$ cat src/oaht_pkg.sv
`default_nettype none
package oaht_pkg;

   // Default sizes of the table and the key.
   localparam int CAPACITY_DEF  = 256;
   localparam int KEY_BYTES_DEF = 8;

   // Field widths fixed by the interface.
   localparam int ACTION_W = 2;
   localparam int KEY_W    = 64;
   localparam int VALUE_W  = 64;
   localparam int HASH_W   = 64;
   localparam int STATUS_W = 2;
   localparam int COUNT_W  = 9;
   localparam int MODE_W   = 2;
   localparam int CSR_W    = 9;
   localparam int CSR_IDX_W = 1;

   // Depth of the queue between the front and the back.
   localparam int QUEUE_DEPTH = 2;

   // FNV-1a constants; the prime is 2^40 + 0x1b3.
   localparam logic [HASH_W-1:0] FNV_BASIS = 64'hcbf29ce484222325;
   localparam logic [8:0]        FNV_PRIME_LOW = 9'h1b3;
   localparam int                FNV_PRIME_SHIFT = 40;

   // Actions.
   localparam logic [ACTION_W-1:0] ACT_PUT    = 2'd0;
   localparam logic [ACTION_W-1:0] ACT_GET    = 2'd1;
   localparam logic [ACTION_W-1:0] ACT_REMOVE = 2'd2;

   // Status codes.
   localparam logic [STATUS_W-1:0] STAT_OK      = 2'd0;
   localparam logic [STATUS_W-1:0] STAT_MISSING = 2'd1;
   localparam logic [STATUS_W-1:0] STAT_FULL    = 2'd2;

   // Probe modes.
   localparam logic [MODE_W-1:0] PROBE_LINEAR = 2'd0;
   localparam logic [MODE_W-1:0] PROBE_QUAD   = 2'd1;
   localparam logic [MODE_W-1:0] PROBE_DOUBLE = 2'd2;

   // Register indexes and reset values.
   localparam logic [CSR_IDX_W-1:0] CSR_PROBE_MODE  = 1'b0;
   localparam logic [CSR_IDX_W-1:0] CSR_MAX_ENTRIES = 1'b1;
   localparam logic [MODE_W-1:0]    PROBE_MODE_RST  = PROBE_LINEAR;
   localparam logic [COUNT_W-1:0]   MAX_ENTRIES_RST = 9'd192;

   typedef struct packed {
      logic [ACTION_W-1:0] action;
      logic [KEY_W-1:0]    key;
      logic [VALUE_W-1:0]  value;
   } req_type;

   typedef struct packed {
      logic [STATUS_W-1:0] status;
      logic [VALUE_W-1:0]  read_value;
      logic [COUNT_W-1:0]  entry_count;
   } rsp_type;

   typedef struct packed {
      logic [ACTION_W-1:0] action;
      logic [KEY_W-1:0]    key;
      logic [VALUE_W-1:0]  value;
      logic [HASH_W-1:0]   hash;
   } job_type;

   typedef struct packed {
      logic [KEY_W-1:0]   key;
      logic [VALUE_W-1:0] value;
   } slot_type;

endpackage
`default_nettype wire

$ cat src/oaht_queue.sv
`default_nettype none
module oaht_queue #(
   parameter int WIDTH = 8
) (
   input var logic             clock,
   input var logic             reset,
   input var logic             push_valid,
   output logic                push_ready,
   input var logic [WIDTH-1:0] push_data,
   output logic                pop_valid,
   input var logic             pop_ready,
   output logic [WIDTH-1:0]    pop_data
);

   localparam int DEPTH = oaht_pkg::QUEUE_DEPTH;
   localparam int PTR_W = $clog2(DEPTH);

   logic [WIDTH-1:0] entry_ff [DEPTH];
   logic [PTR_W-1:0] wr_ptr_ff, wr_ptr_in;
   logic [PTR_W-1:0] rd_ptr_ff, rd_ptr_in;
   logic [PTR_W:0]   count_ff, count_in;
   logic             push;
   logic             pop;

   // Pointers and fill level.
   always_comb begin
      push      = push_valid && push_ready;
      pop       = pop_valid && pop_ready;
      wr_ptr_in = push ? wr_ptr_ff + PTR_W'(1) : wr_ptr_ff;
      rd_ptr_in = pop ? rd_ptr_ff + PTR_W'(1) : rd_ptr_ff;
      count_in  = count_ff + (PTR_W+1)'(push) - (PTR_W+1)'(pop);
   end

   always_ff @(posedge clock) begin
      if (reset) begin
         wr_ptr_ff <= '0;
         rd_ptr_ff <= '0;
         count_ff  <= '0;
      end else begin
         wr_ptr_ff <= wr_ptr_in;
         rd_ptr_ff <= rd_ptr_in;
         count_ff  <= count_in;
      end
   end

   // Entry storage.
   always_ff @(posedge clock) begin
      if (push) begin
         entry_ff[wr_ptr_ff] <= push_data;
      end
   end

   assign push_ready = (count_ff != (PTR_W+1)'(DEPTH));
   assign pop_valid  = (count_ff != '0);
   assign pop_data   = entry_ff[rd_ptr_ff];

`ifndef SYNTHESIS
   a_fill_bound: assert property (@(posedge clock) disable iff (reset)
      count_ff <= (PTR_W+1)'(DEPTH))
      else $error("Queue fill level beyond its depth.");
`endif

endmodule
`default_nettype wire

$ cat config.mk
export PLATFORM = sky130hd
export DESIGN_NAME = oaht_queue
export DESIGN_NICKNAME = d
export VERILOG_FILES = /design/src/oaht_pkg.sv /design/src/oaht_queue.sv
export SDC_FILE = /design/constraint.sdc
export NUM_CORES = 1
export LEC_CHECK = 0
export BUFFER_PORTS_ARGS = -buffer_cell sky130_fd_sc_hd__buf_2
export CORE_MARGIN = 8
export CORE_UTILIZATION = 53
export CTS_CLUSTER_DIAMETER = 80
export DETAILED_ROUTE_END_ITERATION = 7
export GPL_TIMING_DRIVEN = 0
export HOLD_SLACK_MARGIN = 0.05
export PLACE_DENSITY_LB_ADDON = 0.1
export SETUP_SLACK_MARGIN = 0.2
export SYNTH_ARGS = -nofsm -noshare
export SYNTH_HDL_FRONTEND = slang
export SYNTH_SLANG_ARGS = --single-unit
$ cat constraint.sdc
create_clock -name clock -period 4.1 [get_ports clock]
set_clock_uncertainty 0.2 [all_clocks]
set_input_delay 0.205 -clock clock [delete_from_list [all_inputs] [get_ports clock]]
set_output_delay 0.205 -clock clock [all_outputs]
set_load 0.01 [all_outputs]
; ---- Word level (Yosys, flattened, before mapping)
; Memories as Yosys holds them, arrays and structs flattened. A register that Yosys moved wholly into a read port is not among the register bits.
; Index checks and enable logic that the tools add are counted.
[totals]
ramBits = 16
ff_bits = 4
rom_bits = 0
in_bits = 12
latchBits = 0
mem_count = 1
[op_classes]
add_sub_neg = 4
eq_ne = 1
n_div = 0
n_lt_le_gt_ge = 0
n_mux = 4
multipliers = 0
shifts = 0
bitwise = 0
reduce_logical = 3
[mem_list]
columns = name, words, word_bits, rd, rd_ports_with_merged_regs, wr, line
row1 = entry_ff, 2, 8, 1, 1, 1, oaht_queue.sv:18  ; logic [WIDTH-1:0] entry_ff [DEPTH];
[ops]
columns = op, count
row1 = 1-bit two-way mux, 4
row2 = "1-bit adder, second input constant", 2
row3 = 2-bit by 1-bit adder with 2-bit output, 1
row4 = 1-bit logical AND, 2
row5 = "2-bit != test, second input constant", 1
row6 = 2-bit nonzero test, 1
row7 = 2-bit by 1-bit subtractor with 2-bit output, 1

; ---- Depth between registers and ports, before layout
; Gate-level depths: netlist of run 1.
[logic_depth]
ltp_word = 4
depth_mapped = 6

; ---- Worst setup path before layout of run 1
; Ideal clock, no wire load.
[synth_path]
path_kind = reg2reg
from = reg count_ff[1]
to = reg count_ff[1]
n_path_buf = 0
stages_incl_launch_ff = 7
t_arrival_ps = 1204
setup_slack_ps = 2572
cell_sequence = dfxtp_1 -> and2b_1 -> o21ba_2 -> nor2_1 -> ha_1 -> nor4_1 -> nor3_1
[synth_between]
elab_chain_cells = 4
[synth_rtl]
columns = item, line
row1 = from (decl), oaht_queue.sv:21  ; logic [PTR_W:0] count_ff, count_in;
row2 = from (signal assigned), oaht_queue.sv:42  ; count_ff <= count_in;
row3 = 2-bit != test, oaht_queue.sv:53  ; assign push_ready = (count_ff != (PTR_W+1)'(DEPTH));
row4 = 1-bit logical AND, oaht_queue.sv:27  ; push = push_valid && push_ready;
row5 = 2-bit by 1-bit adder with 2-bit output, oaht_queue.sv:31  ; count_in = count_ff + (PTR_W+1)'(push) - (PTR_W+1)'(pop);
row6 = 2-bit by 1-bit subtractor with 2-bit output (*), oaht_queue.sv:31
; Every way passes the cells marked *; elsewhere a longest branch is shown, timed or not.
; A chain may end at the register's enable or synchronous reset.

==> impl_metrics.json, run 1 <==
{
  "outcome": "finished clean",
  "synth-edff-count": 16,
  "postSynthAreaPerCell_um2": 15.4,
  "coreArea_um2": 1490,
  "fmax_mhz": 576,
  "grt_antenna_before_repair": 0,
  "place_area_um2": 957,
  "clock_latency_ns": 0.30,
  "synth_top_area_share": 0.577,
  "syn_area_um2": 832,
  "start_util": 0.559,
  "die_w_um": 55.6,
  "hold_class": "in2reg",
  "cts_resized": 0,
  "antenna_left": 0,
  "multi_input_area_um2": 243,
  "synthDistinctLibCells": 23,
  "finalCriticalPeriod_ns": 1.74,
  "netlist_top_cells_count": "16 x edfxtp_1, 8 x mux2_2, 5 x dfxtp_1, 4 x nor2_1",
  "drv_cap": 0,
  "post_drt_wl_per_cell_um": 15.7,
  "cp-end-kind": "output pin",
  "hold_start": "push_valid",
  "vias": 557,
  "slew_headroom": 0.716,
  "cp_max_fo": 8,
  "finalHoldViolCount": 0,
  "fp.dieH_um": 55.6,
  "worstSetupEndpoint": "pop_data[5]",
  "finalSetupTns_ns": 0,
  "fp.dieArea_um2": 3090,
  "synth-seq-area-share": 0.698,
  "arrival_ns": 1.33,
  "first_pass_iters": 3,
  "regArea_um2": 581,
  "grt_overflow": 0,
  "synthFlopType": "edfxtp_1",
  "numCtsBuffers": 3,
  "viasPerCell": 5.36,
  "ff2ff_path_depth": 6,
  "grt_max_degree": 12,
  "io_buffer_count": 21,
  "drc": 0,
  "power.leakage_nw": 0.434,
  "required_ns": 3.69,
  "clk_pin_slew_ns": 0.10,
  "vdd_ir_drop_max_mv": 0.290,
  "num_rows": 14,
  "fin_area_um2": 1070,
  "start_kind": "flop",
  "clock_path_buffers": 2,
  "synth_nets": 67,
  "area_growth_pct": 29.0,
  "timing.rr.start": "count_ff[1]",
  "async_flop_share": 0,
  "synth.most_common_cell": "edfxtp_1",
  "synthTopCellsByArea": "edfxtp_1 58%, dfxtp_1 12%, mux2_2 11%",
  "grt_pass1_wl_um": 2800,
  "ys_ff_latch": 21,
  "layout.nets": 102,
  "fin_crit_sh": 0.423,
  "ys_warn_count": 0,
  "hpwlAfterDp_um": 1130,
  "worst_r2r_endpoint": "count_ff[1]",
  "yosysTopAreaCell": "edfxtp_1",
  "synthCells": 54,
  "p_per_area_nw_per_um2": 479,
  "final_layout_size_suffix_gt1_frac": 0.409,
  "rsz0062_at_grt": "no",
  "grt_usage": 0.110,
  "n_antenna_cell": 0,
  "gp_congestion": 0.671,
  "setup_viol": 0,
  "cts_max_level": 1,
  "rrSetupSlack_ns": 2.43,
  "cts_sinks": 21,
  "slew_violations": 0,
  "drt_iter0_drc": 13,
  "io_pins": 22,
  "crit_type": "reg2out",
  "cts_tree": "yes",
  "grt_pass1_vias": 643,
  "cts_root_buf": "clkbuf_4",
  "tightest_slew_ns": 0.421,
  "fillers": 104,
  "wirelength_um": 1630
}
-- how the worst min path moves through the flow --
| stage | depth (start not counted) | slack [ns] | end |
|---|---|---|---|
| 6_report | 3 | 0.07 | wr_ptr_ff |
| 5_1_grt | 3 | 0.12 | wr_ptr_ff |
| 4_1_cts | 3 | 0.07 | wr_ptr_ff |
| 3_5_place_dp | 1 | 0.20 | entry_ff[1][1] |
| 3_3_place_gp | 1 | 0.19 | entry_ff[0][1] |
| 2_1_floorplan | 1 | 0.07 | wr_ptr_ff |
-- final cells by class --
class	instances	share of cell area
Clock buffer	4	0.0245
Multi-Input combinational cell	31	0.226
Sequential cell	21	0.541
Timing Repair Buffer	30	0.182
Tap cell	16	0.0186
Inverter	1	0.00350
Buffer	1	0.00466
-- per-layer routing --
| metal | track usage | vias to the layer above | wire length, um |
|---|---|---|---|
| li1 | - | 271 | - |
| met3 | 0.0320 | 4 | 77 |
| met4 | 0.0423 | 0 | 12 |
| met1 | 0.113 | 266 | 683 |
| met5 | 0 | - | 0 |
| met2 | 0.204 | 16 | 858 |
-- power breakdown --
group,switching [mW],internal (mW),leakage [nW]
sequential,0.0155,0.260,0.191
clock,0.0580,0.0379,0.0150
combinational,0.0683,0.0746,0.228
total,0.142,0.372,0.434
-- cells in the final DEF, fill, tap and decap left out --
master	Yosys	final
dfxtp_1	5	5
buf_2	1	22
and2b_1	1	1
or2_2	1	1
nand2b_1	1	1
inv_1	1	1
o21ba_2	1	1
nor2_1	4	4
edfxtp_1	16	16
clkbuf_1	0	1
dlygate4sd3_1	0	9
o21ai_0	2	2
a21oi_1	1	1
nor2b_1	1	1
nor3_1	1	1
mux2_2	8	8
ha_1	1	1
o31a_1	1	1
xor2_1	1	1
and3_1	2	2
nand3b_1	1	1
a21bo_2	1	1
nor4bb_1	1	1
clkbuf_4	0	3
nor4_1	1	1
nand3_1	1	1
-- what timing repair did --
action / 4_1_cts / 5_1_grt
hold buffers: 9 / 0
endpoints found under the hold margin: 21 / 0
setup buffers: 0 / 0
-- through the flow --
step	hold slack [ns]	instances	setup WS, ns	utilization	power (mW)
6_report	0.0702	104	2.36	0.721	0.514
5_1_grt	0.115	104	2.26	0.721	0.542
4_1_cts	0.0671	104	2.35	0.721	0.518
3_5_place_dp	0.202	91	2.46	0.643	0.418
3_3_place_gp	0.192	91	2.48	0.643	0.412
2_1_floorplan	0.0741	54	2.57	-	0.368
-- state kept, by name (all words and copies together) (netlist names), named ones only --
signal	count
entry_ff	16
count_ff	2
rd_ptr_ff	1
wr_ptr_ff	1
-- cell families (layout without fill, tap and decap cells) --
family          Yosys count  count (layout)  synth area share
flops                    21              21             0.698
xor+xnor                  1               1            0.0105
mux                       8               8             0.108
buf+inv                   2              36            0.0105
simple gates             15              15             0.105
compound gates            6               6            0.0526
fa+ha+maj                 1               1            0.0150
-- critical path: stages, from the launching register on --
cell and delay, ns:
dfxtp_1 0.32, buf_2 0.22, mux2_2 0.36, buf_2 0.14
Power figures use the tool's default switching activity.
==> run 2, diff against run 1 <==
--- a/config.mk
+++ b/config.mk
@@ -7,7 +7,7 @@
 export LEC_CHECK = 0
 export BUFFER_PORTS_ARGS = -buffer_cell sky130_fd_sc_hd__buf_2
 export CORE_MARGIN = 8
-export CORE_UTILIZATION = 53
+export CORE_UTILIZATION = 49
 export CTS_CLUSTER_DIAMETER = 80
 export DETAILED_ROUTE_END_ITERATION = 7
 export GPL_TIMING_DRIVEN = 0
==> constraint.sdc (replaced) <==
create_clock -name clock -period 1.7 [get_ports clock]
set_clock_uncertainty 0.2 [all_clocks]
set_input_delay 0.085 -clock clock [delete_from_list [all_inputs] [get_ports clock]]
set_output_delay 0.085 -clock clock [all_outputs]
set_load 0.01 [all_outputs]
==> run 2 against run 1 <==
Flip-flop and latch count unchanged. Register-to-register slack got worse by 2.2 ns. Critical path depth unchanged. Critical path type unchanged. Largest power group unchanged.
==> impl_metrics.json, run 2 (synthesized netlist as in run 1, its figures left out) <==
{
  "p_int_mw": 1.04,
  "vias": 579,
  "required_ns": 1.41,
  "finalHoldViolCount": 0,
  "antenna_left": 0,
  "io_buffer_count": 21,
  "grt_usage": 0.101,
  "viasPerCell": 5.26,
  "outcome": "finished clean",
  "area_growth_pct": 50.2,
  "final_cell_mix": "16 x edfxtp_1, 13 x buf_2, 12 x dlygate4sd3_1",
  "numCtsBuffers": 3,
  "slew_violations": 0,
  "clock_latency_ns": 0.29,
  "cp_max_fo": 8,
  "clkPwrFrac": 0.160,
  "die_w_um": 57.2,
  "start_util": 0.504,
  "arrival_ns": 1.22,
  "top_register": "entry_ff",
  "seqPwrFrac": 0.476,
  "final_common_cell": "edfxtp_1",
  "slowest_stage": "dfxtp_2",
  "placed_cells": 92,
  "setup_viol": 0,
  "final_util": 0.757,
  "cts_sinks": 21,
  "num_rows": 15,
  "wirelength_um": 1740,
  "drt_iter0_drc": 5,
  "p_comb_frac": 0.365,
  "clock_path_buffers": 2,
  "io_pins": 22,
  "fp.dieArea_um2": 3270,
  "rsz0062_at_grt": "yes",
  "switching_power_mw": 0.389,
  "coreArea_um2": 1650,
  "n_antenna_cell": 0,
  "first_pass_iters": 2,
  "crit_type": "reg2out",
  "cp_top_family": "flip-flops",
  "grt_overflow": 0,
  "fin_hold_ws_ns": 0.101,
  "fin_cells": 110,
  "drc": 0,
  "slew_headroom": 0.703,
  "cts_max_level": 1,
  "finalCriticalPeriod_ns": 1.51,
  "switching_share": 0.273,
  "post_drt_wl_per_cell_um": 15.8,
  "path_cells": "buf_8 > mux2_4 > buf_6",
  "gp_congestion": 0.705,
  "hold_class": "in2reg",
  "fin_crit_sh": 0.886,
  "grt_max_degree": 12,
  "vdd_ir_drop_max_mv": 0.743,
  "grt_antenna_before_repair": 0,
  "reg_top3": "entry_ff (16), count_ff (2)",
  "hpwlAfterDp_um": 1030,
  "finalSetupTns_ns": 0,
  "grt_pass1_vias": 603,
  "fmax_mhz": 664,
  "largest_reg_flops": 16,
  "cts_tree": "yes",
  "drv_cap": 0,
  "path_buf_inv": 2,
  "final_layout_size_suffix_gt1_frac": 0.495,
  "cp-end-kind": "output pin",
  "clk_pin_slew_ns": 0.11,
  "tightest_slew_ns": 0.439,
  "layout.nets": 107,
  "power.leakage_nw": 0.509,
  "p_per_area_nw_per_um2": 1140,
  "max_stage_delay_ns": 0.36,
  "cts_root_buf": "clkbuf_4",
  "grt_pass1_wl_um": 2630,
  "start_kind": "flop",
  "fp.dieH_um": 57.2
}
-- run 2: cell count changes in the layout (fill, tap and decap cells not counted), moves of 2 or more --
cell / previous run / this run
buf_2: 22 / 13
buf_6: 0 / 8
mux2_2: 8 / 0
mux2_4: 0 / 8
dfxtp_1: 5 / 2
dlygate4sd3_1: 9 / 12
buf_4: 0 / 2
dfxtp_2: 0 / 2
-- run 2: worst paths after layout --
kind	to	from	cells after the start	slack (ns)
worst max-delay path	pop_data[3]	flop	3	0.19
worst min-delay path	count_ff[1]	pop_ready	4	0.10
worst max register to register	count_ff[1]	count_ff[1]	6	0.21
worst min register to register	rd_ptr_ff	rd_ptr_ff	2	0.32
-- run 2: per-stage QoR --
step / total power, mW / setup slack, ns / instance area [um2]
2_1_floorplan: 0.889 / 0.210 / 833
3_3_place_gp: 0.998 / 0.124 / 960
3_5_place_dp: 1.01 / 0.127 / 960
4_1_cts: 1.37 / 0.126 / 1190
5_1_grt: 1.50 / 0.137 / 1250
6_report: 1.42 / 0.193 / 1250
-- run 2: worst reg2reg max path: stages (launching register included) --
cell	delay, ns
dfxtp_4	0.37
and2b_1	0.18
o21ba_4	0.20
nor2_4	0.11
ha_4	0.14
o31a_1	0.13
nor3_1	0.05
-- run 2: layer usage --
metal / vias up / GRT usage / routed length (um)
met5: - / 0 / 0
met4: 0 / 0.0302 / 0
met3: 0 / 0.0510 / 70
met2: 9 / 0.186 / 997
met1: 282 / 0.0935 / 668
li1: 288 / - / -
-- run 2: power by group through the flow --
stage	logic [mW]	clock network, mW	registers, mW
after floorplan	0.225	0	0.664
after global placement	0.326	0	0.672
after detailed placement	0.333	0	0.673
after CTS	0.460	0.241	0.669
after global routing	0.557	0.263	0.684
final	0.519	0.228	0.677
-- run 2: area by class of cell --
| cell class | instances | area [um2] |
|---|---|---|
| inverters | 1 | 3.75 |
| well taps | 17 | 21.3 |
| clock buffers | 4 | 26.3 |
| fillers | 116 | 402 |
| plain buffers | 1 | 15.0 |
| repair buffers | 35 | 290 |
| flip-flops and latches | 21 | 587 |
| multi-input cells | 31 | 307 |
-- run 2: repair_timing --
item	in CTS	in global routing
endpoints found under the hold margin	21	1
gates cloned	0	0
pin swaps	4	1
hold buffers	11	1
resized for setup	22	8
endpoints found under the setup margin	26	26
buffers inserted	1	1
